<file path="src/rtl/pnmd_pkg.sv">
// ----------------------------------------------------------------------------
// pnmd_pkg
// shared types and constants of the pnm pixel stream decoder
// ----------------------------------------------------------------------------
package pnmd_pkg;

  // widths of configuration and raster counters
  localparam int unsigned FMT_W  = 3;
  localparam int unsigned SIZE_W = 13;
  localparam int unsigned GAIN_W = 8;
  localparam int unsigned CFG_W  = 13;
  localparam int unsigned IDX_W  = 2;

  // configuration register indexes
  localparam logic [IDX_W-1:0] REG_FORMAT = 2'd0;
  localparam logic [IDX_W-1:0] REG_WIDTH  = 2'd1;
  localparam logic [IDX_W-1:0] REG_HEIGHT = 2'd2;
  localparam logic [IDX_W-1:0] REG_GAIN   = 2'd3;

  // pnm format numbers
  localparam logic [FMT_W-1:0] FMT_P1 = 3'd1;
  localparam logic [FMT_W-1:0] FMT_P2 = 3'd2;
  localparam logic [FMT_W-1:0] FMT_P3 = 3'd3;
  localparam logic [FMT_W-1:0] FMT_P4 = 3'd4;
  localparam logic [FMT_W-1:0] FMT_P5 = 3'd5;
  localparam logic [FMT_W-1:0] FMT_P6 = 3'd6;

  // ascii codes
  localparam logic [7:0] CH_ZERO    = 8'd48;
  localparam logic [7:0] CH_ONE     = 8'd49;
  localparam logic [7:0] CH_NINE    = 8'd57;
  localparam logic [7:0] CH_HASH    = 8'd35;
  localparam logic [7:0] CH_NEWLINE = 8'd10;

  localparam logic [7:0]  PIX_WHITE = 8'd255;
  localparam logic [7:0]  PIX_BLACK = 8'd0;
  localparam logic [15:0] ACC_MAX   = 16'hFFFF;

  // channel index of the ascii and raw colour modes
  localparam logic [1:0] CH_RED   = 2'd0;
  localparam logic [1:0] CH_GREEN = 2'd1;
  localparam logic [1:0] CH_BLUE  = 2'd2;

  // command kinds passed from front to back
  typedef enum logic {
    CMD_PIX  = 1'b0,  // one finished pixel
    CMD_BITS = 1'b1   // packed bitmap byte, up to eight pixels
  } pnmd_kind_t;

  typedef struct packed {
    pnmd_kind_t kind;
    logic [7:0] red;    // packed byte for bitmap commands
    logic [7:0] green;
    logic [7:0] blue;
  } pnmd_cmd_t;

endpackage

</file>
<file path="src/rtl/pnmd_front.sv">
// ----------------------------------------------------------------------------
// pnmd_front
// byte classifier: ascii number parsing, comments and colour assembly
// ----------------------------------------------------------------------------
module pnmd_front (
  input  logic                          clk,
  input  logic                          rst_n,
  input  logic                          accept,
  input  logic [7:0]                    data_byte,
  input  logic                          end_of_data,
  input  logic [pnmd_pkg::FMT_W-1:0]    pixel_format,
  input  logic [pnmd_pkg::GAIN_W-1:0]   scale_gain,
  output logic                          push,
  output pnmd_pkg::pnmd_cmd_t           cmd
);
  import pnmd_pkg::*;

  logic        comment_r, comment_nxt;
  logic        digits_r, digits_nxt;
  logic [15:0] accum_r, accum_nxt;
  logic [1:0]  chan_r, chan_nxt;
  logic [7:0]  held_red_r, held_red_nxt;
  logic [7:0]  held_green_r, held_green_nxt;

  logic        is_digit;
  logic [19:0] acc_sum;
  logic [15:0] acc_new;
  logic [15:0] acc_op;
  logic [23:0] prod;
  logic [7:0]  scaled;
  logic        do_finish;
  logic        ascii_mode;

  // digit accumulation, saturating
  assign is_digit = (data_byte >= CH_ZERO) && (data_byte <= CH_NINE);
  assign acc_sum  = 20'(accum_r) * 20'd10 + 20'(data_byte[3:0]);
  assign acc_new  = (|acc_sum[19:16]) ? ACC_MAX : acc_sum[15:0];

  // number end: a non-digit after digits, or end of data with digits pending
  assign ascii_mode = (pixel_format == FMT_P2) || (pixel_format == FMT_P3);
  always_comb begin
    do_finish = 1'b0;
    acc_op    = accum_r;
    if (ascii_mode) begin
      if (comment_r) begin
        do_finish = end_of_data && digits_r;
      end else if (is_digit) begin
        do_finish = end_of_data;
        acc_op    = acc_new;
      end else begin
        do_finish = digits_r;
      end
    end
  end

  // gain scaling, saturating at full scale
  assign prod   = 24'(acc_op) * 24'(scale_gain);
  assign scaled = (|prod[23:8]) ? PIX_WHITE : prod[7:0];

  // per-byte decode
  always_comb begin
    comment_nxt    = comment_r;
    digits_nxt     = digits_r;
    accum_nxt      = accum_r;
    chan_nxt       = chan_r;
    held_red_nxt   = held_red_r;
    held_green_nxt = held_green_r;
    push           = 1'b0;
    cmd            = '{kind: CMD_PIX, red: data_byte, green: data_byte, blue: data_byte};
    if (accept) begin
      unique case (pixel_format)
        FMT_P1: begin
          if (comment_r) begin
            if (data_byte == CH_NEWLINE) comment_nxt = 1'b0;
          end else if (data_byte == CH_ZERO) begin
            push = 1'b1;
            cmd  = '{kind: CMD_PIX, red: PIX_WHITE, green: PIX_WHITE, blue: PIX_WHITE};
          end else if (data_byte == CH_ONE) begin
            push = 1'b1;
            cmd  = '{kind: CMD_PIX, red: PIX_BLACK, green: PIX_BLACK, blue: PIX_BLACK};
          end else if (data_byte == CH_HASH) begin
            comment_nxt = 1'b1;
          end
        end
        FMT_P2, FMT_P3: begin
          if (comment_r) begin
            if (data_byte == CH_NEWLINE) comment_nxt = 1'b0;
          end else if (is_digit) begin
            accum_nxt  = acc_new;
            digits_nxt = 1'b1;
          end else if (data_byte == CH_HASH) begin
            comment_nxt = 1'b1;
          end
          if (do_finish) begin
            accum_nxt  = '0;
            digits_nxt = 1'b0;
            if (pixel_format == FMT_P2) begin
              push = 1'b1;
              cmd  = '{kind: CMD_PIX, red: scaled, green: scaled, blue: scaled};
            end else if (chan_r == CH_RED) begin
              held_red_nxt = scaled;
              chan_nxt     = CH_GREEN;
            end else if (chan_r == CH_GREEN) begin
              held_green_nxt = scaled;
              chan_nxt       = CH_BLUE;
            end else begin
              chan_nxt = CH_RED;
              push     = 1'b1;
              cmd      = '{kind: CMD_PIX, red: held_red_r, green: held_green_r, blue: scaled};
            end
          end
        end
        FMT_P4: begin
          push     = 1'b1;
          cmd.kind = CMD_BITS;
        end
        FMT_P5: begin
          push = 1'b1;
        end
        FMT_P6: begin
          if (chan_r == CH_RED) begin
            held_red_nxt = data_byte;
            chan_nxt     = CH_GREEN;
          end else if (chan_r == CH_GREEN) begin
            held_green_nxt = data_byte;
            chan_nxt       = CH_BLUE;
          end else begin
            chan_nxt = CH_RED;
            push     = 1'b1;
            cmd      = '{kind: CMD_PIX, red: held_red_r, green: held_green_r, blue: data_byte};
          end
        end
        default: begin
        end
      endcase
    end
  end

  // parser state
  always_ff @(posedge clk) begin
    if (!rst_n) begin
      comment_r    <= 1'b0;
      digits_r     <= 1'b0;
      accum_r      <= '0;
      chan_r       <= CH_RED;
      held_red_r   <= '0;
      held_green_r <= '0;
    end else begin
      comment_r    <= comment_nxt;
      digits_r     <= digits_nxt;
      accum_r      <= accum_nxt;
      chan_r       <= chan_nxt;
      held_red_r   <= held_red_nxt;
      held_green_r <= held_green_nxt;
    end
  end

endmodule

</file>
<file path="src/rtl/pnmd_cmd_fifo.sv">
// ----------------------------------------------------------------------------
// pnmd_cmd_fifo
// two-entry command queue between the classifier and the pixel emitter
// ----------------------------------------------------------------------------
module pnmd_cmd_fifo (
  input  logic                 clk,
  input  logic                 rst_n,
  input  logic                 push,
  input  pnmd_pkg::pnmd_cmd_t  push_cmd,
  input  logic                 pop,
  output logic                 full,
  output logic                 head_valid,
  output pnmd_pkg::pnmd_cmd_t  head_cmd
);
  import pnmd_pkg::*;

  pnmd_cmd_t  mem [2];
  logic       wr_ptr_r, wr_ptr_nxt;
  logic       rd_ptr_r, rd_ptr_nxt;
  logic [1:0] count_r, count_nxt;
  logic       do_pop;

  assign full       = (count_r == 2'd2);
  assign head_valid = (count_r != 2'd0);
  assign head_cmd   = mem[rd_ptr_r];
  assign do_pop     = pop && head_valid;

  // pointer and fill update
  always_comb begin
    wr_ptr_nxt = push ? ~wr_ptr_r : wr_ptr_r;
    rd_ptr_nxt = do_pop ? ~rd_ptr_r : rd_ptr_r;
    count_nxt  = count_r + 2'(push) - 2'(do_pop);
  end

  always_ff @(posedge clk) begin
    if (!rst_n) begin
      wr_ptr_r <= 1'b0;
      rd_ptr_r <= 1'b0;
      count_r  <= 2'd0;
    end else begin
      wr_ptr_r <= wr_ptr_nxt;
      rd_ptr_r <= rd_ptr_nxt;
      count_r  <= count_nxt;
    end
  end

  // entry storage
  always_ff @(posedge clk) begin
    if (push) begin
      mem[wr_ptr_r] <= push_cmd;
    end
  end

endmodule

</file>
<file path="src/rtl/pnmd_back.sv">
// ----------------------------------------------------------------------------
// pnmd_back
// pixel emitter: raster position, bitmap expansion and output register
// ----------------------------------------------------------------------------
module pnmd_back #(
  parameter int MAX_WIDTH  = 4096,
  parameter int MAX_HEIGHT = 4096
) (
  input  logic                          clk,
  input  logic                          rst_n,
  input  logic [pnmd_pkg::SIZE_W-1:0]   image_width,
  input  logic [pnmd_pkg::SIZE_W-1:0]   image_height,
  input  logic                          head_valid,
  input  pnmd_pkg::pnmd_cmd_t           head_cmd,
  output logic                          pop,
  output logic                          out_valid,
  input  logic                          out_ready,
  output logic [7:0]                    out_red,
  output logic [7:0]                    out_green,
  output logic [7:0]                    out_blue,
  output logic                          out_row_end,
  output logic                          out_image_end,
  output logic                          out_run_last
);
  import pnmd_pkg::*;

  localparam logic [16:0] MaxW = 17'(MAX_WIDTH);
  localparam logic [16:0] MaxH = 17'(MAX_HEIGHT);

  logic [SIZE_W-1:0] col_r, col_nxt;
  logic [SIZE_W-1:0] row_r, row_nxt;
  logic              done_r, done_nxt;
  logic [2:0]        bit_r, bit_nxt;
  logic              valid_r, valid_nxt;
  logic [7:0]        red_r, green_r, blue_r;
  logic              rend_r, iend_r, last_r;

  logic [SIZE_W-1:0] w_cl, h_cl;
  logic              advance, fire;
  logic              rend, iend, last;
  logic [7:0]        pix_red, pix_green, pix_blue, bit_val;

  // clamp the frame size to 1..max
  always_comb begin
    if (image_width == '0) w_cl = SIZE_W'(1);
    else if ({4'b0, image_width} > MaxW) w_cl = MaxW[SIZE_W-1:0];
    else w_cl = image_width;
    if (image_height == '0) h_cl = SIZE_W'(1);
    else if ({4'b0, image_height} > MaxH) h_cl = MaxH[SIZE_W-1:0];
    else h_cl = image_height;
  end

  // raster end detection for the pixel at the current position
  assign rend = ({1'b0, col_r} + 14'd1) >= {1'b0, w_cl};
  assign iend = rend && (({1'b0, row_r} + 14'd1) >= {1'b0, h_cl});

  // pixel value: finished pixel or one bit of a packed byte, msb first
  assign bit_val = head_cmd.red[3'(3'd7 - bit_r)] ? PIX_BLACK : PIX_WHITE;
  always_comb begin
    if (head_cmd.kind == CMD_BITS) begin
      pix_red   = bit_val;
      pix_green = bit_val;
      pix_blue  = bit_val;
    end else begin
      pix_red   = head_cmd.red;
      pix_green = head_cmd.green;
      pix_blue  = head_cmd.blue;
    end
  end

  // a bitmap byte stops at row end or after its eighth pixel
  assign last    = (head_cmd.kind == CMD_PIX) || rend || (bit_r == 3'd7);
  assign advance = !valid_r || out_ready;
  assign fire    = advance && head_valid && !done_r;
  // after the image, queued commands are dropped
  assign pop     = (fire && last) || (head_valid && done_r);

  // position and sequencing
  always_comb begin
    col_nxt   = col_r;
    row_nxt   = row_r;
    done_nxt  = done_r;
    bit_nxt   = bit_r;
    valid_nxt = valid_r;
    if (advance) valid_nxt = 1'b0;
    if (fire) begin
      valid_nxt = 1'b1;
      bit_nxt   = last ? 3'd0 : bit_r + 3'd1;
      if (rend) begin
        col_nxt = '0;
        if (iend) begin
          row_nxt  = '0;
          done_nxt = 1'b1;
        end else begin
          row_nxt = row_r + SIZE_W'(1);
        end
      end else begin
        col_nxt = col_r + SIZE_W'(1);
      end
    end
  end

  always_ff @(posedge clk) begin
    if (!rst_n) begin
      col_r   <= '0;
      row_r   <= '0;
      done_r  <= 1'b0;
      bit_r   <= 3'd0;
      valid_r <= 1'b0;
    end else begin
      col_r   <= col_nxt;
      row_r   <= row_nxt;
      done_r  <= done_nxt;
      bit_r   <= bit_nxt;
      valid_r <= valid_nxt;
    end
  end

  // output register
  always_ff @(posedge clk) begin
    if (fire) begin
      red_r   <= pix_red;
      green_r <= pix_green;
      blue_r  <= pix_blue;
      rend_r  <= rend;
      iend_r  <= iend;
      last_r  <= last;
    end
  end

  assign out_valid     = valid_r;
  assign out_red       = red_r;
  assign out_green     = green_r;
  assign out_blue      = blue_r;
  assign out_row_end   = rend_r;
  assign out_image_end = iend_r;
  assign out_run_last  = last_r;

`ifndef SYNTH
  // the last pixel of the image closes its row and its run
  a_image_end_closes: assert property (@(posedge clk) disable iff (!rst_n)
    out_valid && out_image_end |-> out_row_end && out_run_last)
    else $error("image end without row end or run end");

  // a bitmap expansion in progress always has its byte at the queue head
  a_bits_in_flight: assert property (@(posedge clk) disable iff (!rst_n)
    bit_r != 3'd0 |-> head_valid && head_cmd.kind == CMD_BITS)
    else $error("bitmap expansion without a bitmap command");

  // the image is only marked done by emitting its last pixel
  a_done_by_last: assert property (@(posedge clk) disable iff (!rst_n)
    $rose(done_r) |-> valid_r && iend_r)
    else $error("image done without last pixel");

  // nothing is loaded into the output once the image is done
  a_quiet_after_done: assert property (@(posedge clk) disable iff (!rst_n)
    done_r && $past(done_r) && $past(rst_n) |-> !$rose(valid_r))
    else $error("pixel emitted after image end");
`endif

endmodule

</file>
<file path="src/rtl/pnm_pixel_stream_decoder_top.sv">
// ----------------------------------------------------------------------------
// pnm_pixel_stream_decoder_top
// decodes pnm raster bytes (p1 to p6) into rgb pixels with row and image marks
// ----------------------------------------------------------------------------
//  channel  direction  handshake           payload
//  in       input      in_valid/in_ready   in_data_byte, in_end_of_data
//  out      output     out_valid/out_ready out_red/green/blue, out_row_end,
//                                          out_image_end, out_run_last
//  cfg      input      cfg_we              cfg_index, cfg_data
//
//  one byte per cycle is taken while the two-entry command queue has room
//  a p4 byte yields up to eight pixels, one per cycle while out_ready is high
//  a byte's first pixel passes the command queue, then the output register
//  synchronous active-low reset restores defaults; no clearing pass
//  either side may stall on its own; the queue absorbs the difference
// ----------------------------------------------------------------------------
module pnm_pixel_stream_decoder_top #(
  parameter int MAX_WIDTH  = 4096,
  parameter int MAX_HEIGHT = 4096
) (
  input  logic                         clk,
  input  logic                         rst_n,
  input  logic                         in_valid,
  output logic                         in_ready,
  input  logic [7:0]                   in_data_byte,
  input  logic                         in_end_of_data,
  output logic                         out_valid,
  input  logic                         out_ready,
  output logic [7:0]                   out_red,
  output logic [7:0]                   out_green,
  output logic [7:0]                   out_blue,
  output logic                         out_row_end,
  output logic                         out_image_end,
  output logic                         out_run_last,
  input  logic                         cfg_we,
  input  logic [pnmd_pkg::IDX_W-1:0]   cfg_index,
  input  logic [pnmd_pkg::CFG_W-1:0]   cfg_data
);
  import pnmd_pkg::*;

  logic [FMT_W-1:0]  format_r;
  logic [SIZE_W-1:0] width_r;
  logic [SIZE_W-1:0] height_r;
  logic [GAIN_W-1:0] gain_r;

  logic      accept;
  logic      push, pop, full, head_valid;
  pnmd_cmd_t push_cmd, head_cmd;

  // configuration registers
  always_ff @(posedge clk) begin
    if (!rst_n) begin
      format_r <= FMT_P6;
      width_r  <= SIZE_W'(1);
      height_r <= SIZE_W'(1);
      gain_r   <= GAIN_W'(1);
    end else if (cfg_we) begin
      unique case (cfg_index)
        REG_FORMAT: format_r <= cfg_data[FMT_W-1:0];
        REG_WIDTH:  width_r  <= cfg_data[SIZE_W-1:0];
        REG_HEIGHT: height_r <= cfg_data[SIZE_W-1:0];
        REG_GAIN:   gain_r   <= cfg_data[GAIN_W-1:0];
        default: begin
        end
      endcase
    end
  end

  assign in_ready = !full;
  assign accept   = in_valid && in_ready;

  pnmd_front u_front (
    .clk          (clk),
    .rst_n        (rst_n),
    .accept       (accept),
    .data_byte    (in_data_byte),
    .end_of_data  (in_end_of_data),
    .pixel_format (format_r),
    .scale_gain   (gain_r),
    .push         (push),
    .cmd          (push_cmd)
  );

  pnmd_cmd_fifo u_fifo (
    .clk        (clk),
    .rst_n      (rst_n),
    .push       (push),
    .push_cmd   (push_cmd),
    .pop        (pop),
    .full       (full),
    .head_valid (head_valid),
    .head_cmd   (head_cmd)
  );

  pnmd_back #(
    .MAX_WIDTH  (MAX_WIDTH),
    .MAX_HEIGHT (MAX_HEIGHT)
  ) u_back (
    .clk           (clk),
    .rst_n         (rst_n),
    .image_width   (width_r),
    .image_height  (height_r),
    .head_valid    (head_valid),
    .head_cmd      (head_cmd),
    .pop           (pop),
    .out_valid     (out_valid),
    .out_ready     (out_ready),
    .out_red       (out_red),
    .out_green     (out_green),
    .out_blue      (out_blue),
    .out_row_end   (out_row_end),
    .out_image_end (out_image_end),
    .out_run_last  (out_run_last)
  );

endmodule
</file>
<file path="config.mk">
export PLATFORM = sky130hd
export DESIGN_NAME = pnm_pixel_stream_decoder_top
export DESIGN_NICKNAME = d
export VERILOG_FILES = /design/src/rtl/pnmd_pkg.sv /design/src/rtl/pnmd_front.sv /design/src/rtl/pnmd_cmd_fifo.sv /design/src/rtl/pnmd_back.sv /design/src/rtl/pnm_pixel_stream_decoder_top.sv
export SDC_FILE = /design/constraint.sdc
export NUM_CORES = 1
export LEC_CHECK = 0
export ABC_AREA = 1
export BUFFER_PORTS_ARGS = -buffer_cell sky130_fd_sc_hd__buf_4
export CAP_MARGIN = 30
export CORE_ASPECT_RATIO = 2
export CORE_UTILIZATION = 60
export CTS_CLUSTER_SIZE = 30
export DETAILED_ROUTE_END_ITERATION = 8
export GPL_ROUTABILITY_DRIVEN = 0
export MAX_ROUTING_LAYER = met4
export PLACE_DENSITY = 0.78
export SYNTH_ARGS = -nofsm -noshare
export SYNTH_HDL_FRONTEND = slang
export SYNTH_SLANG_ARGS = --single-unit
export TNS_END_PERCENT = 20
</file>
<file path="constraint.sdc">
create_clock -name clk -period 11.3 [get_ports clk]
set_clock_uncertainty 0.2 [all_clocks]
set_input_delay 1.13 -clock clk [delete_from_list [all_inputs] [get_ports clk]]
set_output_delay 1.13 -clock clk [all_outputs]
set_load 0.005 [all_outputs]
</file>
==> run metrics <==
status=finished, final reports clean; crit path DAT=9.49 ns; hold-fix buffers at CTS=0; DR iter-0 viols=1071; largest net degree at the start of global routing=57; family with the most delay on the worst path=adder cells; Synth Instances=2077; number of global-route vias before repair=14370; DRC Markers=0; Crit path buffers/inverters=6; die footprint=0.02629 mm^2; cell leakage power=0.007388 uW; final worst slack=1.783 ns; via/cell ratio=5.745; Ys Warns=0; Tmin final=9.517 ns; Crit Path Class=reg -> reg; Final ANT Viol Nets=0; syn_nets=2299; Antenna diodes=0; RSZ-0062 raised after global routing=no; Syn Std Cell Area=0.01536 mm^2; drt total wl=40590 um; TritonRoute pass-1 iters=6; Synth Flop Type=dfxtp_1; clock tree root buffer cell=clkbuf_16; CTS resizes=0; area delta synth->final=8.576%; Hold Path Class=reg -> reg; post-synthesis sequential area ratio=29.25%; worst relative slew slack=38.16%; Syn Area/Cell=7.397 um^2; crit-path max cell delay=0.68 ns; Max Clk Rate=0.1051 GHz; PortBufs=57; CP max FO=11; most used cell, CP=nand2_1; Fin Setup TNS=0 ns; worst-case clock buffer depth=2; # Post-CTS Setup Buffers=0; maximum VDD drop=117.9 uV; DPL Wire Length=32120 um; io pins=58; CTS buffer count=17; ys async rst share=0%; core area=0.02514 mm^2; pwr dens=120.1 mW/mm^2; endpoint type of the worst setup path=flip-flop; FILL cells=2172; endpoints failing hold=0; Util after Layout=66.36%; Least-Margin Pin Slew=0.9242 ns; EDFF count, synth=77; Rows=82; final slew viol count=0; CP required=11.27 ns; Die X-Extent=115.2 um; mean routed wirelength per cell=16.55 um; Layout Nets=2326; clk_lat worst skew=0.46 ns; Total GRT Usage=34.09%; Clk pin slew, worst setup/hold paths=0.07 ns; Post-DP Area=0.01605 mm^2; Num Clock Sinks=186; Synth cell types=53; Setup crit start kind=flip-flop; GRT overflow=0; first-pass GRT wire length=67930 um; CTS tree=yes; final setup vio count=0; Finished Cell Area=0.01668 mm^2; max_cap viols=0; share of layout cells above drive strength 1=8.172%; worst slack at placement=1.623 ns; initial antenna violation count=0; number of synthesized register bits=186; die height=228.3 um; top cell type by total area after synthesis=edfxtp_1; H-tree depth=4; synth top area cells=edfxtp_1, dfxtp_1, nand2_1, fa_1, ha_1; share of the synthesized area in the top cell type=15.05%; slowest cell on the critical path=o21ai_1; initial core utilization=61.12%; final worst path period share=84.22%; routed vias=14092
==> cell usage in the layout, fill, tap and decap left out, types with 8 or more instances in the layout <==
cell         n
o211ai_1    13
inv_2       27
nor3_1      19
o22ai_1     10
nand4_1     17
ha_1       107
o21bai_1    16
nor2_2      11
xnor2_1     12
nor2_1     224
dfxtp_1    109
a31oi_1      9
a21oi_1    164
buf_4       68
nand2_1    462
mux2i_1      8
o21ai_1     17
o31ai_1     21
fa_1        86
clkbuf_16   17
inv_1      287
o21ai_0    120
o21ai_2     14
xor2_1      37
edfxtp_1    77
nor4_1      12
nand3_1     84
==> metrics by stage <==
stage	hold slack (ns)	instances	power, uW
after floorplan	0.2257	2077	1199
after global placement	0.2371	2418	1371
after detailed placement	0.2547	2419	1390
after CTS	0.2677	2451	2001
after global routing	0.3019	2453	2106
final	0.2684	2453	2003
==> sequential cells by signal, summed over array words and instances, names as in the netlist, 2 cells and up, named ones only <==
register and count:
u_front.chan_r 2, gain_r 8, u_back.col_r 13, u_front.held_green_r 8, format_r 3, u_back.out_blue 8
width_r 13, u_back.out_green 8, u_back.bit_r 3, u_front.held_red_r 8, u_back.row_r 13, u_back.out_red 8
u_fifo.mem 50, u_front.accum_r 16, height_r 13, u_fifo.count_r 2
==> worst reg2reg max path: cells and delay by family, from the launching register on <==
family	cells	cell delay [ns]
and+or+nand+nor	21	2.95
DFF	1	0.46
AOI/OAI and AO/OA	6	1.54
xor gates and xnor gates	1	0.08
adders and majority gates	8	3.52
buffers and inverters	6	0.47
==> where the power goes <==
group | internal (uW) | switching, uW | total (uW) | leakage (uW)
logic | 180 | 351 | 531 | 0.00550
registers | 814 | 40.0 | 854 | 0.00159
clock network | 335 | 283 | 618 | 0.000295
total | 1330 | 674 | 2000 | 0.00739
==> path summary, 6_finish.rpt <==
| path | slack, ns | startpoint | depth (start not counted) | endpoint |
|---|---|---|---|---|
| worst max-delay path | 1.78 | u_front.accum_r[3] | 42 | u_fifo.mem[1][4] |
| worst max register to register | 1.78 | u_front.accum_r[3] | 42 | u_fifo.mem[1][4] |
| worst min-delay path | 0.27 | u_fifo.rd_ptr_r | 1 | flip-flop |
| worst min register to register | 0.27 | u_fifo.rd_ptr_r | 1 | flip-flop |
==> synth_stat cells (2+ instances only) <==
| cell type | instances |
|---|---|
| buf_1 | 4 |
| clkbuf_1 | 46 |
| edfxtp_1 | 77 |
| inv_2 | 27 |
| nand3b_1 | 4 |
| o21ai_0 | 120 |
| buf_2 | 8 |
| a31oi_1 | 9 |
| a211oi_1 | 5 |
| xor2_1 | 37 |
| nand2_2 | 3 |
| nor3_1 | 19 |
| fa_1 | 86 |
| xnor2_1 | 12 |
| clkinv_1 | 7 |
| nand3_1 | 84 |
| and2_1 | 3 |
| nor2_1 | 226 |
| o22ai_1 | 10 |
| nand3_2 | 3 |
| and3_1 | 2 |
| inv_1 | 287 |
| nor4_1 | 12 |
| a21o_1 | 3 |
| or2_2 | 5 |
| o31ai_1 | 21 |
| o211ai_1 | 13 |
| o21bai_1 | 16 |
| buf_4 | 3 |
| o221ai_1 | 3 |
| a21oi_1 | 164 |
| o21ai_2 | 14 |
| o21ai_1 | 17 |
| nand2_1 | 462 |
| ha_1 | 107 |
| nand4_1 | 17 |
| a221oi_1 | 2 |
| nor2_2 | 9 |
| dfxtp_1 | 109 |
| mux2i_1 | 8 |
==> logic make-up after synthesis <==
| family | count (synthesis) | share of synthesized area, % |
|---|---|---|
| muxes | 8 | 0.5212 |
| and+or+nand+nor | 853 | 22.90 |
| DFF | 186 | 29.25 |
| adders and majority gates | 193 | 19.92 |
| xor gates and xnor gates | 49 | 2.793 |
| buffers and inverters | 383 | 9.545 |
| AOI/OAI and AO/OA | 405 | 15.07 |
==> routing by layer <==
layer  track usage, %  wire [um]  vias up
li1                 -          -     6816
met1            32.13      13770     6500
met2            61.05      21730      561
met3            5.330       2024      215
met4            24.59       3069        0
met5                -          0        -
==> final cells by class <==
class,instances,area [um^2],area share (%)
clock buffers,17,425.4,2.550
clock inverters,15,178.9,1.073
inverters,321,1205,7.223
multi-input cells,1508,9415,56.44
flip-flops and latches,186,4494,26.94
well taps,336,420.4,2.520
repair buffers,70,541.8,3.248
Note: power is estimated with default switching activity, not from simulation.
